===== config.mk =====
export PLATFORM = sky130hd
export DESIGN_NAME = utf8_to_cp1251_text_cursor
export DESIGN_NICKNAME = d
export VERILOG_FILES = /design/src/u2c_pkg.sv /design/src/utf8_to_cp1251_text_cursor.sv /design/src/u2c_fifo.sv /design/src/u2c_front.sv /design/src/u2c_back.sv
export SDC_FILE = /design/constraint.sdc
export NUM_CORES = 1
export LEC_CHECK = 0
export ABC_AREA = 1
export BUFFER_PORTS_ARGS = -buffer_cell sky130_fd_sc_hd__buf_4
export CAP_MARGIN = 10
export CORE_UTILIZATION = 30
export DETAILED_ROUTE_END_ITERATION = 10
export SLEW_MARGIN = 15
export SYNTH_ARGS = -nofsm -noshare
export SYNTH_HDL_FRONTEND = slang
export SYNTH_SLANG_ARGS = --single-unit

===== constraint.sdc =====
create_clock -name clock -period 7.6 [get_ports clock]
set_clock_uncertainty 0.15 [all_clocks]
set_input_delay 1.52 -clock clock [delete_from_list [all_inputs] [get_ports clock]]
set_output_delay 1.52 -clock clock [all_outputs]
set_load 0.1 [all_outputs]

===== src/u2c_pkg.sv =====
// u2c_pkg: shared types, constants and the code point to glyph map
// for the UTF-8 to CP1251 text cursor. No dependencies.
`default_nettype none

package u2c_pkg;

   localparam int COORD_W     = 15;
   localparam int DIM_W       = 10;
   localparam int SCALE_W     = 4;
   localparam int CP_W        = 11;
   localparam int CSR_INDEX_W = 4;
   localparam int CSR_DATA_W  = 10;
   localparam int MID_DEPTH   = 2;
   localparam int OUT_DEPTH   = 2;
   localparam int MAP_ENTRIES = 61;

   localparam logic [COORD_W-1:0] COORD_MAX = {COORD_W{1'b1}};

   localparam logic [CSR_INDEX_W-1:0] CSR_DISPLAY_WIDTH  = 4'd0;
   localparam logic [CSR_INDEX_W-1:0] CSR_DISPLAY_HEIGHT = 4'd1;
   localparam logic [CSR_INDEX_W-1:0] CSR_TEXT_SCALE     = 4'd2;
   localparam logic [CSR_INDEX_W-1:0] CSR_WRAP_ENABLE    = 4'd3;

   localparam logic [DIM_W-1:0]   RESET_WIDTH  = 10'd84;
   localparam logic [DIM_W-1:0]   RESET_HEIGHT = 10'd48;
   localparam logic [SCALE_W-1:0] RESET_SCALE  = 4'd1;

   localparam logic [7:0] CODE_LF       = 8'h0A;
   localparam logic [7:0] CODE_CR       = 8'h0D;
   localparam logic [7:0] CODE_UNMAPPED = 8'd127;

   typedef struct packed {
      logic [DIM_W-1:0]   width;
      logic [DIM_W-1:0]   height;
      logic [SCALE_W-1:0] scale;
      logic               wrap;
   } cfg_type;

   typedef struct packed {
      logic       consumed;
      logic [7:0] code;
   } tok_type;

   typedef struct packed {
      logic               consumed_char;
      logic               draw_request;
      logic [7:0]         glyph_code;
      logic [COORD_W-1:0] glyph_x;
      logic [COORD_W-1:0] glyph_y;
      logic               on_screen;
   } rsp_type;

   localparam logic [15:0] MAP_POINT [MAP_ENTRIES] = '{
      16'h201A, 16'h0453, 16'h201E, 16'h2026, 16'h2020, 16'h2021, 16'h20AC, 16'h2030,
      16'h0409, 16'h2039, 16'h040A, 16'h040C, 16'h040B, 16'h040F, 16'h0452, 16'h2018,
      16'h2019, 16'h201C, 16'h201D, 16'h2022, 16'h2013, 16'h2014, 16'h2122, 16'h0459,
      16'h203A, 16'h045A, 16'h045C, 16'h045B, 16'h045F, 16'h00A0, 16'h040E, 16'h045E,
      16'h0408, 16'h00A4, 16'h0490, 16'h00A6, 16'h00A7, 16'h0401, 16'h00A9, 16'h0404,
      16'h00AB, 16'h00AC, 16'h00AD, 16'h00AE, 16'h0407, 16'h00B0, 16'h00B1, 16'h0406,
      16'h0456, 16'h0491, 16'h00B5, 16'h00B6, 16'h00B7, 16'h0451, 16'h2116, 16'h0454,
      16'h00BB, 16'h0458, 16'h0405, 16'h0455, 16'h0457
   };

   localparam logic [7:0] MAP_CODE [MAP_ENTRIES] = '{
      8'h82, 8'h83, 8'h84, 8'h85, 8'h86, 8'h87, 8'h88, 8'h89,
      8'h8A, 8'h8B, 8'h8C, 8'h8D, 8'h8E, 8'h8F, 8'h90, 8'h91,
      8'h92, 8'h93, 8'h94, 8'h95, 8'h96, 8'h97, 8'h99, 8'h9A,
      8'h9B, 8'h9C, 8'h9D, 8'h9E, 8'h9F, 8'hA0, 8'hA1, 8'hA2,
      8'hA3, 8'hA4, 8'hA5, 8'hA6, 8'hA7, 8'hA8, 8'hA9, 8'hAA,
      8'hAB, 8'hAC, 8'hAD, 8'hAE, 8'hAF, 8'hB0, 8'hB1, 8'hB2,
      8'hB3, 8'hB4, 8'hB5, 8'hB6, 8'hB7, 8'hB8, 8'hB9, 8'hBA,
      8'hBB, 8'hBC, 8'hBD, 8'hBE, 8'hBF
   };

   function automatic logic [7:0] map_point(input logic [CP_W-1:0] cp);
      logic [7:0]  code;
      logic        found;
      logic [CP_W-1:0] diff;
      code  = CODE_UNMAPPED;
      found = 1'b0;
      diff  = '0;
      if (cp >= 11'h410 && cp <= 11'h44F) begin
         diff = cp - 11'h350;
         code = diff[7:0];
      end else if (cp >= 11'h080 && cp <= 11'h0FF) begin
         code = cp[7:0];
      end else if (cp >= 11'h402 && cp <= 11'h403) begin
         diff = cp - 11'h382;
         code = diff[7:0];
      end else begin
         for (int i = 0; i < MAP_ENTRIES; i++) begin
            if (!found && {5'b0, cp} == MAP_POINT[i]) begin
               code  = MAP_CODE[i];
               found = 1'b1;
            end
         end
      end
      return code;
   endfunction

endpackage

`default_nettype wire


===== src/utf8_to_cp1251_text_cursor.sv =====
// utf8_to_cp1251_text_cursor: top level; configuration registers, front decoder,
// decoded-character queue, cursor back end and result queue.
// Depends on u2c_pkg, u2c_fifo, u2c_front, u2c_back.
//
// Usage: write UTF-8 text bytes on req_in_byte with req_push while req_full is
// low. Every accepted byte yields exactly one result transaction, in order, on
// the rsp_ ports while rsp_empty is low; rsp_pop takes it. Bytes that are held
// as a lead or dropped give a result with rsp_consumed_char low and all other
// fields zero.
// An accepted byte's token is registered in the middle queue and its result
// in the result queue. Throughput: one byte per cycle while the receiver
// keeps up, set by the combinational map lookup in the front end and the
// cursor update in the back end. A two-entry queue sits between front and
// back and another at the output, so input keeps flowing while the receiver
// stalls until both fill; after that req_full rises until rsp_pop resumes.
// Configuration: csr_ready is always high; indexes 0 to 3 select display width,
// display height, text scale and wrap enable, other indexes are ignored.
// Write only while no transaction is in flight.
// Reset: synchronous; clears the queues, the held lead byte and the cursor and
// loads width 84, height 48, scale 1, wrap on.
`default_nettype none

module utf8_to_cp1251_text_cursor #(
   parameter int CELL_WIDTH  = 6,
   parameter int CELL_HEIGHT = 8
) (
   input  wire logic                             clock,
   input  wire logic                             reset,
   input  wire logic                             req_push,
   output logic                                  req_full,
   input  wire logic [7:0]                       req_in_byte,
   output logic                                  rsp_empty,
   input  wire logic                             rsp_pop,
   output logic                                  rsp_consumed_char,
   output logic                                  rsp_draw_request,
   output logic [7:0]                            rsp_glyph_code,
   output logic [u2c_pkg::COORD_W-1:0]           rsp_glyph_x,
   output logic [u2c_pkg::COORD_W-1:0]           rsp_glyph_y,
   output logic                                  rsp_on_screen,
   input  wire logic                             csr_valid,
   output logic                                  csr_ready,
   input  wire logic [u2c_pkg::CSR_INDEX_W-1:0]  csr_index,
   input  wire logic [u2c_pkg::CSR_DATA_W-1:0]   csr_data
);
   import u2c_pkg::*;

   cfg_type cfg_ff, cfg_in;
   tok_type front_tok, mid_tok;
   rsp_type back_rsp, out_rsp;
   logic    accept;
   logic    mid_empty, mid_pop;
   logic    out_full, out_push;

   assign csr_ready = 1'b1;
   assign accept    = req_push && !req_full;

   always_comb begin
      cfg_in = cfg_ff;
      if (csr_valid) begin
         unique case (csr_index)
            CSR_DISPLAY_WIDTH:  cfg_in.width  = csr_data[DIM_W-1:0];
            CSR_DISPLAY_HEIGHT: cfg_in.height = csr_data[DIM_W-1:0];
            CSR_TEXT_SCALE:     cfg_in.scale  = csr_data[SCALE_W-1:0];
            CSR_WRAP_ENABLE:    cfg_in.wrap   = csr_data[0];
            default:            cfg_in = cfg_ff;
         endcase
      end
   end

   always_ff @(posedge clock) begin
      if (reset) begin
         cfg_ff.width  <= RESET_WIDTH;
         cfg_ff.height <= RESET_HEIGHT;
         cfg_ff.scale  <= RESET_SCALE;
         cfg_ff.wrap   <= 1'b1;
      end else begin
         cfg_ff <= cfg_in;
      end
   end

   u2c_front u_front (
      .clock   (clock),
      .reset   (reset),
      .accept  (accept),
      .in_byte (req_in_byte),
      .tok     (front_tok)
   );

   u2c_fifo #(
      .WIDTH ($bits(tok_type)),
      .DEPTH (MID_DEPTH)
   ) u_mid_queue (
      .clock     (clock),
      .reset     (reset),
      .push      (req_push),
      .push_data (front_tok),
      .full      (req_full),
      .pop       (mid_pop),
      .pop_data  (mid_tok),
      .empty     (mid_empty)
   );

   u2c_back #(
      .CELL_WIDTH  (CELL_WIDTH),
      .CELL_HEIGHT (CELL_HEIGHT)
   ) u_back (
      .clock     (clock),
      .reset     (reset),
      .cfg       (cfg_ff),
      .tok       (mid_tok),
      .tok_valid (!mid_empty),
      .tok_pop   (mid_pop),
      .out_full  (out_full),
      .rsp_push  (out_push),
      .rsp       (back_rsp)
   );

   u2c_fifo #(
      .WIDTH ($bits(rsp_type)),
      .DEPTH (OUT_DEPTH)
   ) u_out_queue (
      .clock     (clock),
      .reset     (reset),
      .push      (out_push),
      .push_data (back_rsp),
      .full      (out_full),
      .pop       (rsp_pop),
      .pop_data  (out_rsp),
      .empty     (rsp_empty)
   );

   assign rsp_consumed_char = out_rsp.consumed_char;
   assign rsp_draw_request  = out_rsp.draw_request;
   assign rsp_glyph_code    = out_rsp.glyph_code;
   assign rsp_glyph_x       = out_rsp.glyph_x;
   assign rsp_glyph_y       = out_rsp.glyph_y;
   assign rsp_on_screen     = out_rsp.on_screen;

endmodule

`default_nettype wire


===== src/u2c_fifo.sv =====
// u2c_fifo: small show-ahead transaction queue built from registers.
// Uses no package; width and depth are parameters.
`default_nettype none

module u2c_fifo #(
   parameter int WIDTH = 8,
   parameter int DEPTH = 2
) (
   input  wire logic             clock,
   input  wire logic             reset,
   input  wire logic             push,
   input  wire logic [WIDTH-1:0] push_data,
   output logic                  full,
   input  wire logic             pop,
   output logic [WIDTH-1:0]      pop_data,
   output logic                  empty
);

   localparam int PTR_W = (DEPTH > 1) ? $clog2(DEPTH) : 1;
   localparam int CNT_W = $clog2(DEPTH + 1);
   localparam logic [PTR_W-1:0] PTR_LAST = PTR_W'(DEPTH - 1);
   localparam logic [CNT_W-1:0] CNT_FULL = CNT_W'(DEPTH);

   logic [WIDTH-1:0] mem_ff [DEPTH];
   logic [PTR_W-1:0] wr_ptr_ff, wr_ptr_in;
   logic [PTR_W-1:0] rd_ptr_ff, rd_ptr_in;
   logic [CNT_W-1:0] count_ff, count_in;
   logic             do_push, do_pop;

   assign full     = (count_ff == CNT_FULL);
   assign empty    = (count_ff == '0);
   assign do_push  = push && !full;
   assign do_pop   = pop && !empty;
   assign pop_data = mem_ff[rd_ptr_ff];

   always_comb begin
      wr_ptr_in = wr_ptr_ff;
      rd_ptr_in = rd_ptr_ff;
      count_in  = count_ff;
      if (do_push) begin
         wr_ptr_in = (wr_ptr_ff == PTR_LAST) ? '0 : wr_ptr_ff + 1'b1;
      end
      if (do_pop) begin
         rd_ptr_in = (rd_ptr_ff == PTR_LAST) ? '0 : rd_ptr_ff + 1'b1;
      end
      if (do_push && !do_pop) begin
         count_in = count_ff + 1'b1;
      end else if (do_pop && !do_push) begin
         count_in = count_ff - 1'b1;
      end
   end

   always_ff @(posedge clock) begin
      if (reset) begin
         wr_ptr_ff <= '0;
         rd_ptr_ff <= '0;
         count_ff  <= '0;
      end else begin
         wr_ptr_ff <= wr_ptr_in;
         rd_ptr_ff <= rd_ptr_in;
         count_ff  <= count_in;
      end
      if (do_push) begin
         mem_ff[wr_ptr_ff] <= push_data;
      end
   end

   a_count_bound: assert property (@(posedge clock) disable iff (reset)
      count_ff <= CNT_FULL)
      else $error("queue count above depth");

   a_ptr_match: assert property (@(posedge clock) disable iff (reset)
      (empty || full) |-> (wr_ptr_ff == rd_ptr_ff))
      else $error("queue pointers disagree with count");

endmodule

`default_nettype wire


===== src/u2c_front.sv =====
// u2c_front: UTF-8 lead byte tracking and code point to glyph mapping.
// Depends on u2c_pkg.
`default_nettype none

module u2c_front (
   input  wire logic           clock,
   input  wire logic           reset,
   input  wire logic           accept,
   input  wire logic [7:0]     in_byte,
   output u2c_pkg::tok_type    tok
);
   import u2c_pkg::*;

   logic [7:0]      lead_ff, lead_in;
   logic [CP_W-1:0] cp;

   assign cp = {lead_ff[4:0], 6'b0} + {5'b0, in_byte[5:0]};

   always_comb begin
      lead_in      = lead_ff;
      tok.consumed = 1'b1;
      tok.code     = in_byte;
      if (lead_ff == '0 && in_byte[7]) begin
         tok.consumed = 1'b0;
         tok.code     = '0;
         if (!in_byte[5]) begin
            lead_in = in_byte;
         end
      end else begin
         lead_in = '0;
         if (lead_ff != '0) begin
            tok.code = map_point(cp);
         end
      end
   end

   always_ff @(posedge clock) begin
      if (reset) begin
         lead_ff <= '0;
      end else if (accept) begin
         lead_ff <= lead_in;
      end
   end

   a_lead_form: assert property (@(posedge clock) disable iff (reset)
      (lead_ff != '0) |-> (lead_ff[7] && !lead_ff[5]))
      else $error("held lead byte malformed");

endmodule

`default_nettype wire


===== src/u2c_back.sv =====
// u2c_back: text cursor; turns decoded characters into draw transactions.
// Depends on u2c_pkg.
`default_nettype none

module u2c_back #(
   parameter int CELL_WIDTH  = 6,
   parameter int CELL_HEIGHT = 8
) (
   input  wire logic          clock,
   input  wire logic          reset,
   input  wire u2c_pkg::cfg_type cfg,
   input  wire u2c_pkg::tok_type tok,
   input  wire logic          tok_valid,
   output logic               tok_pop,
   input  wire logic          out_full,
   output logic               rsp_push,
   output u2c_pkg::rsp_type   rsp
);
   import u2c_pkg::*;

   localparam int SCALE_MAX = (1 << SCALE_W) - 1;
   localparam int STEP_X_W  = $clog2(SCALE_MAX * CELL_WIDTH + 1);
   localparam int STEP_Y_W  = $clog2(SCALE_MAX * CELL_HEIGHT + 1);

   function automatic logic [COORD_W-1:0] sat_add(input logic [COORD_W-1:0] a,
                                                  input logic [COORD_W:0]   b);
      logic [COORD_W:0] sum;
      sum = {1'b0, a} + b;
      return sum[COORD_W] ? COORD_MAX : sum[COORD_W-1:0];
   endfunction

   logic [COORD_W-1:0] col_ff, col_in;
   logic [COORD_W-1:0] row_ff, row_in;
   logic [STEP_X_W-1:0] step_x;
   logic [STEP_Y_W-1:0] step_y;
   logic [COORD_W:0]    step_x_ext, step_y_ext;
   logic [COORD_W-1:0]  col_step, row_step;
   logic                wrap_hit, go;

   assign step_x     = STEP_X_W'(cfg.scale) * STEP_X_W'(CELL_WIDTH);
   assign step_y     = STEP_Y_W'(cfg.scale) * STEP_Y_W'(CELL_HEIGHT);
   assign step_x_ext = (COORD_W + 1)'(step_x);
   assign step_y_ext = (COORD_W + 1)'(step_y);
   assign col_step   = sat_add(col_ff, step_x_ext);
   assign row_step   = sat_add(row_ff, step_y_ext);
   assign wrap_hit   = cfg.wrap &&
                       (({1'b0, col_step} + step_x_ext) > (COORD_W + 1)'(cfg.width));

   assign go       = tok_valid && !out_full;
   assign tok_pop  = go;
   assign rsp_push = go;

   always_comb begin
      col_in = col_ff;
      row_in = row_ff;
      rsp    = '0;
      if (tok.consumed) begin
         rsp.consumed_char = 1'b1;
         priority if (tok.code == CODE_LF) begin
            row_in = row_step;
            col_in = '0;
         end else if (tok.code == CODE_CR) begin
            col_in = col_ff;
         end else begin
            rsp.draw_request = 1'b1;
            rsp.glyph_code   = tok.code;
            rsp.glyph_x      = col_ff;
            rsp.glyph_y      = row_ff;
            rsp.on_screen    = (col_ff < COORD_W'(cfg.width)) &&
                               (row_ff < COORD_W'(cfg.height));
            col_in = col_step;
            if (wrap_hit) begin
               row_in = row_step;
               col_in = '0;
            end
         end
      end
   end

   always_ff @(posedge clock) begin
      if (reset) begin
         col_ff <= '0;
         row_ff <= '0;
      end else if (go) begin
         col_ff <= col_in;
         row_ff <= row_in;
      end
   end

   a_newline_col: assert property (@(posedge clock) disable iff (reset)
      (go && tok.consumed && tok.code == CODE_LF) |=> (col_ff == '0))
      else $error("newline left column nonzero");

   a_draw_consumed: assert property (@(posedge clock) disable iff (reset)
      (go && rsp.draw_request) |-> rsp.consumed_char)
      else $error("draw without consumed character");

   a_row_monotonic: assert property (@(posedge clock) disable iff (reset)
      $past(!reset) |-> (row_ff >= $past(row_ff)))
      else $error("cursor row moved up");

endmodule

`default_nettype wire

==> flow_metrics.py, run 1 <==
metrics = {
    "clock_network": {
        "cts_tree": "done",
        "clockBufferDepth": 2,
        "clock-sinks": 166,
        "cts_root_buf": "clkbuf_16",
        "cts_setup_buffers": 0,
        "clkTransAtPathRegs_ns": 0.07,
        "cts_resized": 0,
        "cts_made_buffers": 17,
        "clk_latency_ns": 0.43,
        "h-tree-depth": 4,
        "ctsHoldBuffers": 0,
    },
    "sta": {
        "final.period_utilization": 0.858,
        "period_minus_slack_ns": 6.52,
        "grt_setup_unrepaired": "no",
        "final-setup-viol-count": 0,
        "slew-limit-headroom": 0.298,
        "timing.fmax_mhz": 153,
        "tightest_slew_ns": 1.05,
        "drv_slew": 0,
        "setup_tns_ns": 0,
        "finalHoldViolCount": 0,
    },
    "placed_design": {
        "dpl_cell_area_mm2": 0.0106,
        "gp_congestion": 0.888,
        "post-dp-hpwl_mm": 18.2,
        "io_buffers": 69,
    },
    "route": {
        "wl_mm": 24.0,
        "antenna_left": 0,
        "vias": 7753,
        "top_layer": "met4",
        "drt_iter0_drc": 612,
        "dr_wl_met3_um": 953,
        "met1_length_mm": 12.0,
        "avgViaCountPerCell": 4.88,
        "drc": 0,
        "dr.pass1.iters": 5,
        "wl_met2_mm": 10.7,
        "wl_per_cell_um": 15.1,
    },
    "yosys": {
        "synth_area_per_cell_um2": 8.69,
        "synth_edf_count": 96,
        "synth_seq_cells": 166,
        "yosys_warnings": 0,
        "synthTopCellsByArea": "edfxtp_1, dfxtp_1, ha_1, inv_1, nor2_1",
        "synth.most_common_cell": "inv_1",
        "synth_top_area_cell": "edfxtp_1",
        "synth_ff_type": "edfxtp_1",
        "netlist.area_leader.share": 0.299,
        "async_flop_share": 0,
        "syn-cell-area_mm2": 0.00965,
        "synth_cell_type_count": 61,
        "synth_common_cells": "inv_1, nor2_1, nand2_1",
        "syn_nets": 1200,
        "synth.yosys.seq_area_share": 0.444,
        "syn-instance-count": 1111,
    },
    "job": {
        "maxCapViolCount": 0,
    },
    "critical_path": {
        "critical_path_class": "flop to flop",
        "required_ns": 7.75,
        "crit_path_end_kind": "flop",
        "crit_slowest_cell": "fa_1",
        "critPathBufInv": 5,
        "critical-path-top-delay-family": "compound AO/OA/AOI/OAI gates",
        "crit_path_start_kind": "flop",
        "cp_slowest_stage_delay_ns": 0.41,
        "crit_fanout": 15,
        "cp.arrival_ns": 6.67,
    },
    "power": {
        "clkPwrFrac": 0.204,
        "max-vdd-ir-drop_mv": 0.245,
        "p_per_area_mw_per_mm2": 371,
        "p_switching_mw": 2.00,
        "sequentialPowerShare": 0.318,
        "leakage_nw": 4.51,
        "internal_power_mw": 2.15,
        "switching_share": 0.482,
        "combPwrFrac": 0.478,
    },
    "grt": {
        "grt_usage": 0.150,
        "grt_pass1_vias": 7557,
        "grt_pass1_wl_mm": 39.3,
        "antenna_found_initial": 0,
        "grt_max_degree": 44,
        "grt_overflow_total": 0,
    },
    "floorplan": {
        "die_x_um": 181,
        "rows": 65,
        "coreArea_mm2": 0.0316,
        "initial_core_util": 0.305,
        "die_y_um": 181,
        "ios": 71,
        "dieArea_mm2": 0.0329,
    },
    "hold_path": {
        "hold_class": "flop to flop",
    },
    "cells_and_area": {
        "drive_above_1_share": 0.160,
        "area_growth_pct": 15.7,
        "nNetsFinal": 1264,
        "antenna_cells": 0,
        "fin_area_mm2": 0.0112,
    },
    "outcome": {
        "status": "completed",
    },
}
==> worst paths after layout <==
path         cells after the start       start                end  slack, ns
min                              2  cfg_ff[11]         cfg_ff[11]       0.31
min reg2reg                      2  cfg_ff[11]         cfg_ff[11]       0.31
max                             34   cfg_ff[2]  u_back.row_ff[12]       1.08
max reg2reg                     34   cfg_ff[2]  u_back.row_ff[12]       1.08
==> flip-flops by register name (all words and copies together) (netlist names), named ones only <==
| signal | cells |
|---|---|
| u_mid_queue.wr_ptr_ff | 1 |
| u_mid_queue.count_ff | 2 |
| u_back.col_ff | 15 |
| u_mid_queue.mem_ff | 18 |
| u_out_queue.wr_ptr_ff | 1 |
| u_back.row_ff | 13 |
| u_out_queue.mem_ff | 78 |
| u_mid_queue.rd_ptr_ff | 1 |
| cfg_ff | 25 |
| u_out_queue.count_ff | 2 |
| u_front.lead_ff | 7 |
| u_out_queue.rd_ptr_ff | 1 |
==> cell families after synthesis <==
logic type / after synthesis / synth area share
and+or+nand+nor: 400 / 0.192
AOI/OAI and AO/OA: 213 / 0.127
buffers and inverters: 201 / 0.0805
DFF: 166 / 0.444
adders and majority gates: 62 / 0.0835
muxes: 45 / 0.0517
xor gates and xnor gates: 23 / 0.0209
other: 1 / 0.000389
==> layout make-up <==
cell class / count / area, um2
tap: 402 / 503
timing repair buffer: 73 / 548
fill: 3185 / 20500
sequential: 166 / 4290
inverter: 173 / 653
multi-input combinational: 744 / 4610
clock buffer: 18 / 429
clock inverter: 14 / 144
==> cell usage in the layout, fill, tap and decap left out, drive strengths merged, types with 2 or more instances in the layout <==
| cell type | instances |
|---|---|
| o41ai | 2 |
| clkbuf | 18 |
| xor2 | 18 |
| dfxtp | 70 |
| inv | 172 |
| a21oi | 91 |
| xnor2 | 5 |
| a221oi | 3 |
| nor4 | 11 |
| o32ai | 2 |
| fa | 4 |
| or2 | 3 |
| o2111ai | 2 |
| nor3 | 19 |
| o21ai | 77 |
| a211oi | 3 |
| nand4 | 31 |
| edfxtp | 96 |
| o311ai | 3 |
| ha | 58 |
| nand2 | 138 |
| mux2 | 39 |
| nand3 | 48 |
| a311oi | 2 |
| nor2 | 147 |
| o211ai | 4 |
| a2111oi | 2 |
| a31oi | 14 |
| buf | 73 |
| mux2i | 6 |
| clkinv | 13 |
==> worst min-delay path, delay by kind of cell (launching register included) <==
family,cells,cell delay (ns)
AOI/OAI and AO/OA,1,0.06
buffers and inverters,1,0.06
DFF,1,0.30
==> per-layer routing <==
metal,global-route usage,vias up
met5,0,-
met4,0.0475,0
met3,0.0296,21
met2,0.235,147
met1,0.206,3647
li1,-,3938
==> per-stage QoR <==
stage	utilization	worst slack, ns	total power [mW]	std cells	hold slack, ns
CTS	0.353	1.13	4.18	1590	0.319
global route	0.353	0.495	4.34	1590	0.339
global placement	0.335	1.37	3.31	1558	0.289
detailed placement	0.335	1.15	3.33	1558	0.306
floorplan	-	2.06	2.87	1111	0.276
finish	0.353	1.08	4.14	1590	0.314
==> power by group through the flow <==
stage	clock, mW	sequential (mW)	combinational, mW
finish	0.847	1.32	1.98
detailed placement	0	1.34	1.99
global route	0.903	1.34	2.10
global placement	0	1.33	1.98
CTS	0.859	1.32	2.00
floorplan	0	1.29	1.58
(Power assumes the default switching activity.)
==> inputs of run 2 (changes only) <==
--- a/config.mk
+++ b/config.mk
@@ -9,4 +9,5 @@
 export BUFFER_PORTS_ARGS = -buffer_cell sky130_fd_sc_hd__buf_4
 export CAP_MARGIN = 10
+export CORE_MARGIN = 8
 export CORE_UTILIZATION = 30
 export DETAILED_ROUTE_END_ITERATION = 10
==> constraint.sdc (replaced) <==
create_clock -name clock -period 7.6 [get_ports clock]
set_clock_uncertainty 0.15 [all_clocks]
set_input_delay 0.76 -clock clock [delete_from_list [all_inputs] [get_ports clock]]
set_output_delay 0.76 -clock clock [all_outputs]
set_load 0.1 [all_outputs]
==> run 2 against run 1 <==
- wire length is 3.4% higher
- final area increased by 0.19%
- register-to-register slack about the same
- setup slack got worse by 0.0035 ns
- critical path depth unchanged
- die area increased by 16%
==> flow_metrics.py, run 2 (synthesized netlist as in run 1, its figures left out) <==
metrics = {
    "power": {
        "p_per_area_mw_per_mm2": 374,
        "max-vdd-ir-drop_mv": 0.233,
        "switching_share": 0.479,
        "leakage_nw": 4.53,
        "internal_power_mw": 2.18,
        "clkPwrFrac": 0.209,
        "sequentialPowerShare": 0.316,
        "p_switching_mw": 2.00,
        "combPwrFrac": 0.475,
        "power_mw": 4.18,
    },
    "critical_path": {
        "crit_path_start_kind": "flop",
        "crit_path_end_kind": "flop",
        "crit_slowest_cell": "fa_1",
        "r2r_cells": 34,
        "crit_fanout": 15,
        "crit_cells": 34,
        "critical-path-top-delay-family": "compound AO/OA/AOI/OAI gates",
        "cp.arrival_ns": 6.68,
        "critPathBufInv": 5,
        "critical_path_class": "flop to flop",
        "required_ns": 7.75,
        "cp_slowest_stage_delay_ns": 0.41,
    },
    "cells_and_area": {
        "reg.largest.list": "u_out_queue.mem_ff (78), cfg_ff (25), u_mid_queue.mem_ff (18)",
        "drive_above_1_share": 0.161,
        "antenna_cells": 0,
        "mostFrequentLayoutCell": "inv_1",
        "top_register": "u_out_queue.mem_ff",
        "area_growth_pct": 15.9,
        "largest_reg_flops": 78,
        "nNetsFinal": 1264,
        "fin_area_mm2": 0.0112,
        "final_cell_mix": "inv_1, nor2_1, nand2_1",
        "post-route-util": 0.354,
    },
    "clock_network": {
        "ctsHoldBuffers": 0,
        "h-tree-depth": 4,
        "cts_setup_buffers": 0,
        "cts_tree": "done",
        "clockBufferDepth": 2,
        "cts_root_buf": "clkbuf_16",
        "clkTransAtPathRegs_ns": 0.07,
        "cts_resized": 0,
        "clk_latency_ns": 0.43,
        "clock-sinks": 166,
        "cts_made_buffers": 17,
    },
    "hold_path": {
        "hold_class": "flop to flop",
        "holdPathStages": 2,
    },
    "floorplan": {
        "die_x_um": 195,
        "rows": 65,
        "coreArea_mm2": 0.0316,
        "die_y_um": 195,
        "ios": 71,
        "dieArea_mm2": 0.0382,
        "initial_core_util": 0.305,
    },
    "route": {
        "antenna_left": 0,
        "drt_iter0_drc": 462,
        "dr.pass1.iters": 5,
        "wl_per_cell_um": 15.6,
        "drc": 0,
        "wl_mm": 24.8,
        "vias": 7792,
        "avgViaCountPerCell": 4.90,
    },
    "placed_design": {
        "post-dp-hpwl_mm": 18.6,
        "gp_congestion": 0.877,
        "io_buffers": 69,
        "dpl_cell_area_mm2": 0.0106,
    },
    "job": {
        "maxCapViolCount": 0,
    },
    "grt": {
        "grt_max_degree": 44,
        "antenna_found_initial": 0,
        "grt_pass1_vias": 7766,
        "grt_usage": 0.132,
        "grt_pass1_wl_mm": 40.6,
        "grt_overflow_total": 0,
    },
    "sta": {
        "timing.fmax_mhz": 153,
        "tightest_slew_ns": 1.17,
        "grt_setup_unrepaired": "no",
        "finalHoldViolCount": 0,
        "drv_slew": 0,
        "slew-limit-headroom": 0.221,
        "final-setup-viol-count": 0,
        "setup_tns_ns": 0,
        "final.period_utilization": 0.859,
        "period_minus_slack_ns": 6.53,
    },
    "outcome": {
        "status": "completed",
    },
}
-- run 2: stage by stage --
stage | hold slack [ns] | worst slack, ns | instances
floorplan | 0.276 | 2.06 | 1111
global placement | 0.287 | 1.39 | 1558
detailed placement | 0.309 | 1.13 | 1558
CTS | 0.319 | 1.09 | 1590
global route | 0.346 | 0.481 | 1590
finish | 0.317 | 1.07 | 1590
-- run 2: power groups by stage --
stage | clock network [mW] | registers [mW] | logic [mW]
final | 0.875 | 1.32 | 1.99
after detailed placement | 0 | 1.34 | 2.00
after floorplan | 0 | 1.29 | 1.58
after CTS | 0.894 | 1.32 | 2.01
after global placement | 0 | 1.33 | 2.00
after global routing | 0.930 | 1.34 | 2.12
-- run 2: worst min-delay path, stage by stage (launching register included) --
cell     delay (ns)
dfxtp_1        0.30
inv_1          0.07
a21oi_1        0.06
-- run 2: layout make-up --
class / count / area [um2]
Clock inverter: 15 / 169
Fill cell: 3234 / 20400
Inverter: 173 / 653
Sequential cell: 166 / 4290
Timing Repair Buffer: 73 / 548
Tap cell: 402 / 503
Multi-Input combinational cell: 744 / 4610
Clock buffer: 17 / 425
-- run 2: path summary, 6_finish.rpt --
path	from	to	slack [ns]
min	cfg_ff[7]	cfg_ff[7]	0.32
max	cfg_ff[2]	u_back.row_ff[12]	1.07
min reg2reg	cfg_ff[7]	cfg_ff[7]	0.32
max reg2reg	cfg_ff[2]	u_back.row_ff[12]	1.07
-- run 2: per-layer routing --
layer	vias to the layer above	GRT usage	wire length (um)
met1	3666	0.175	12300
met5	-	0	0
li1	3938	-	-
met4	0	0.0444	483
met2	158	0.210	11100
met3	30	0.0272	981
==> inputs of run 3 (changes only) <==
PLACE_DENSITY = 0.46   (was not set)
==> run 3 against run 2 <==
- clock power is 4.0% higher
- sequential share of layout area decreased by 0.19 points
- die area unchanged
- wire length rose by 2.3%
- global-route usage up 0.36 points
- largest power group unchanged
==> flow_metrics.py, run 3 (synthesized netlist as in run 1, its figures left out) <==
metrics = {
    "route": {
        "dr.pass1.iters": 5,
        "antenna_left": 0,
        "vias": 7675,
        "drt_iter0_drc": 430,
        "wl_mm": 25.4,
        "drc": 0,
        "wl_per_cell_um": 15.9,
        "avgViaCountPerCell": 4.81,
    },
    "cells_and_area": {
        "antenna_cells": 0,
        "final_cell_mix": "inv_1, nor2_1, nand2_1",
        "mostFrequentLayoutCell": "inv_1",
        "largest_reg_flops": 78,
        "top_register": "u_out_queue.mem_ff",
        "nNetsFinal": 1268,
        "num-fill-cells": 3273,
        "area_growth_pct": 16.5,
        "reg.largest.list": "u_out_queue.mem_ff (78), cfg_ff (25), u_mid_queue.mem_ff (18)",
        "drive_above_1_share": 0.163,
    },
    "clock_network": {
        "h-tree-depth": 4,
        "clock-sinks": 166,
        "cts_resized": 0,
        "clockBufferDepth": 2,
        "cts_setup_buffers": 0,
        "cts_tree": "done",
        "ctsHoldBuffers": 0,
        "clkTransAtPathRegs_ns": 0.07,
        "clk_latency_ns": 0.43,
        "cts_root_buf": "clkbuf_16",
        "cts_made_buffers": 17,
    },
    "sta": {
        "drv_slew": 0,
        "timing.fmax_mhz": 156,
        "setup_tns_ns": 0,
        "final-setup-viol-count": 0,
        "finalHoldViolCount": 0,
        "period_minus_slack_ns": 6.40,
        "grt_setup_unrepaired": "no",
        "final.period_utilization": 0.842,
        "slew-limit-headroom": 0.434,
        "hold_slack_ns": 0.315,
        "tightest_slew_ns": 0.846,
    },
    "critical_path": {
        "crit_path_end_kind": "flop",
        "required_ns": 7.73,
        "r2r_cells": 34,
        "cp.arrival_ns": 6.53,
        "cp_slowest_stage_delay_ns": 0.40,
        "crit_slowest_cell": "fa_1",
        "crit_fanout": 15,
        "critical_path_class": "flop to flop",
        "crit_path_start_kind": "flop",
    },
    "power": {
        "clkPwrFrac": 0.215,
        "p_per_area_mw_per_mm2": 376,
        "sequentialPowerShare": 0.306,
        "leakage_nw": 4.55,
        "internal_power_mw": 2.22,
        "max-vdd-ir-drop_mv": 0.240,
        "p_switching_mw": 2.01,
        "switching_share": 0.475,
        "combPwrFrac": 0.479,
    },
    "floorplan": {
        "rows": 65,
        "initial_core_util": 0.305,
        "die_x_um": 195,
        "ios": 71,
        "coreArea_mm2": 0.0316,
        "dieArea_mm2": 0.0382,
        "die_y_um": 195,
    },
    "grt": {
        "grt_pass1_wl_mm": 41.8,
        "grt_overflow_total": 0,
        "grt_pass1_vias": 7755,
        "grt_max_degree": 43,
        "grt_usage": 0.135,
        "antenna_found_initial": 0,
    },
    "hold_path": {
        "hold_class": "flop to flop",
        "holdPathStages": 2,
    },
    "placed_design": {
        "io_buffers": 69,
        "post-dp-hpwl_mm": 19.4,
        "gp_congestion": 0.860,
    },
    "job": {
        "maxCapViolCount": 0,
    },
    "outcome": {
        "status": "completed",
    },
}
-- run 3: power by group through the flow --
stage	clock, mW	sequential (mW)	combinational (mW)
after floorplan	0	1.29	1.58
after global placement	0	1.31	2.05
after detailed placement	0	1.32	2.05
after CTS	0.932	1.30	2.06
after global routing	0.969	1.32	2.17
final	0.910	1.30	2.03
-- run 3: metal layers --
metal / wire length (um) / track usage
met2: 11700 / 0.220
met1: 12800 / 0.184
met4: 199 / 0.0300
met5: 0 / 0
met3: 745 / 0.0244
-- run 3: stage by stage --
step / utilization / power (mW) / instances / worst slack [ns] / area, um2
after floorplan: - / 2.87 / 1111 / 2.06 / 9650
after global placement: 0.336 / 3.36 / 1562 / 1.29 / 10600
after detailed placement: 0.336 / 3.37 / 1562 / 1.16 / 10600
after CTS: 0.355 / 4.29 / 1594 / 1.14 / 11200
after global routing: 0.355 / 4.46 / 1594 / 0.581 / 11200
final: 0.355 / 4.23 / 1594 / 1.20 / 11200
-- run 3: final timing paths --
| check | start | slack [ns] | end |
|---|---|---|---|
| setup / recovery | cfg_ff[2] | 1.20 | u_back.row_ff[12] |
| hold / removal | cfg_ff[11] | 0.32 | cfg_ff[11] |
| setup reg to reg | cfg_ff[2] | 1.20 | u_back.row_ff[12] |
| hold reg to reg | cfg_ff[11] | 0.32 | cfg_ff[11] |
-- run 3: area by class of cell --
type	instances	area, um2	share of cell area
Clock inverter	14	191	0.0170
Timing Repair Buffer	77	578	0.0514
Inverter	173	653	0.0581
Sequential cell	166	4290	0.381
Tap cell	402	503	0.0447
Clock buffer	18	429	0.0382
Multi-Input combinational cell	744	4610	0.410
-- run 3: critical path, delay by kind of cell, from the launching register on --
family,cells,cell delay [ns]
adder cells (fa/ha/maj),5,1.63
flip-flops,1,0.38
AND/OR/NAND/NOR,8,0.94
XOR/XNOR,3,0.56
buffers and inverters,5,0.44
AO/OA/AOI/OAI,13,2.14
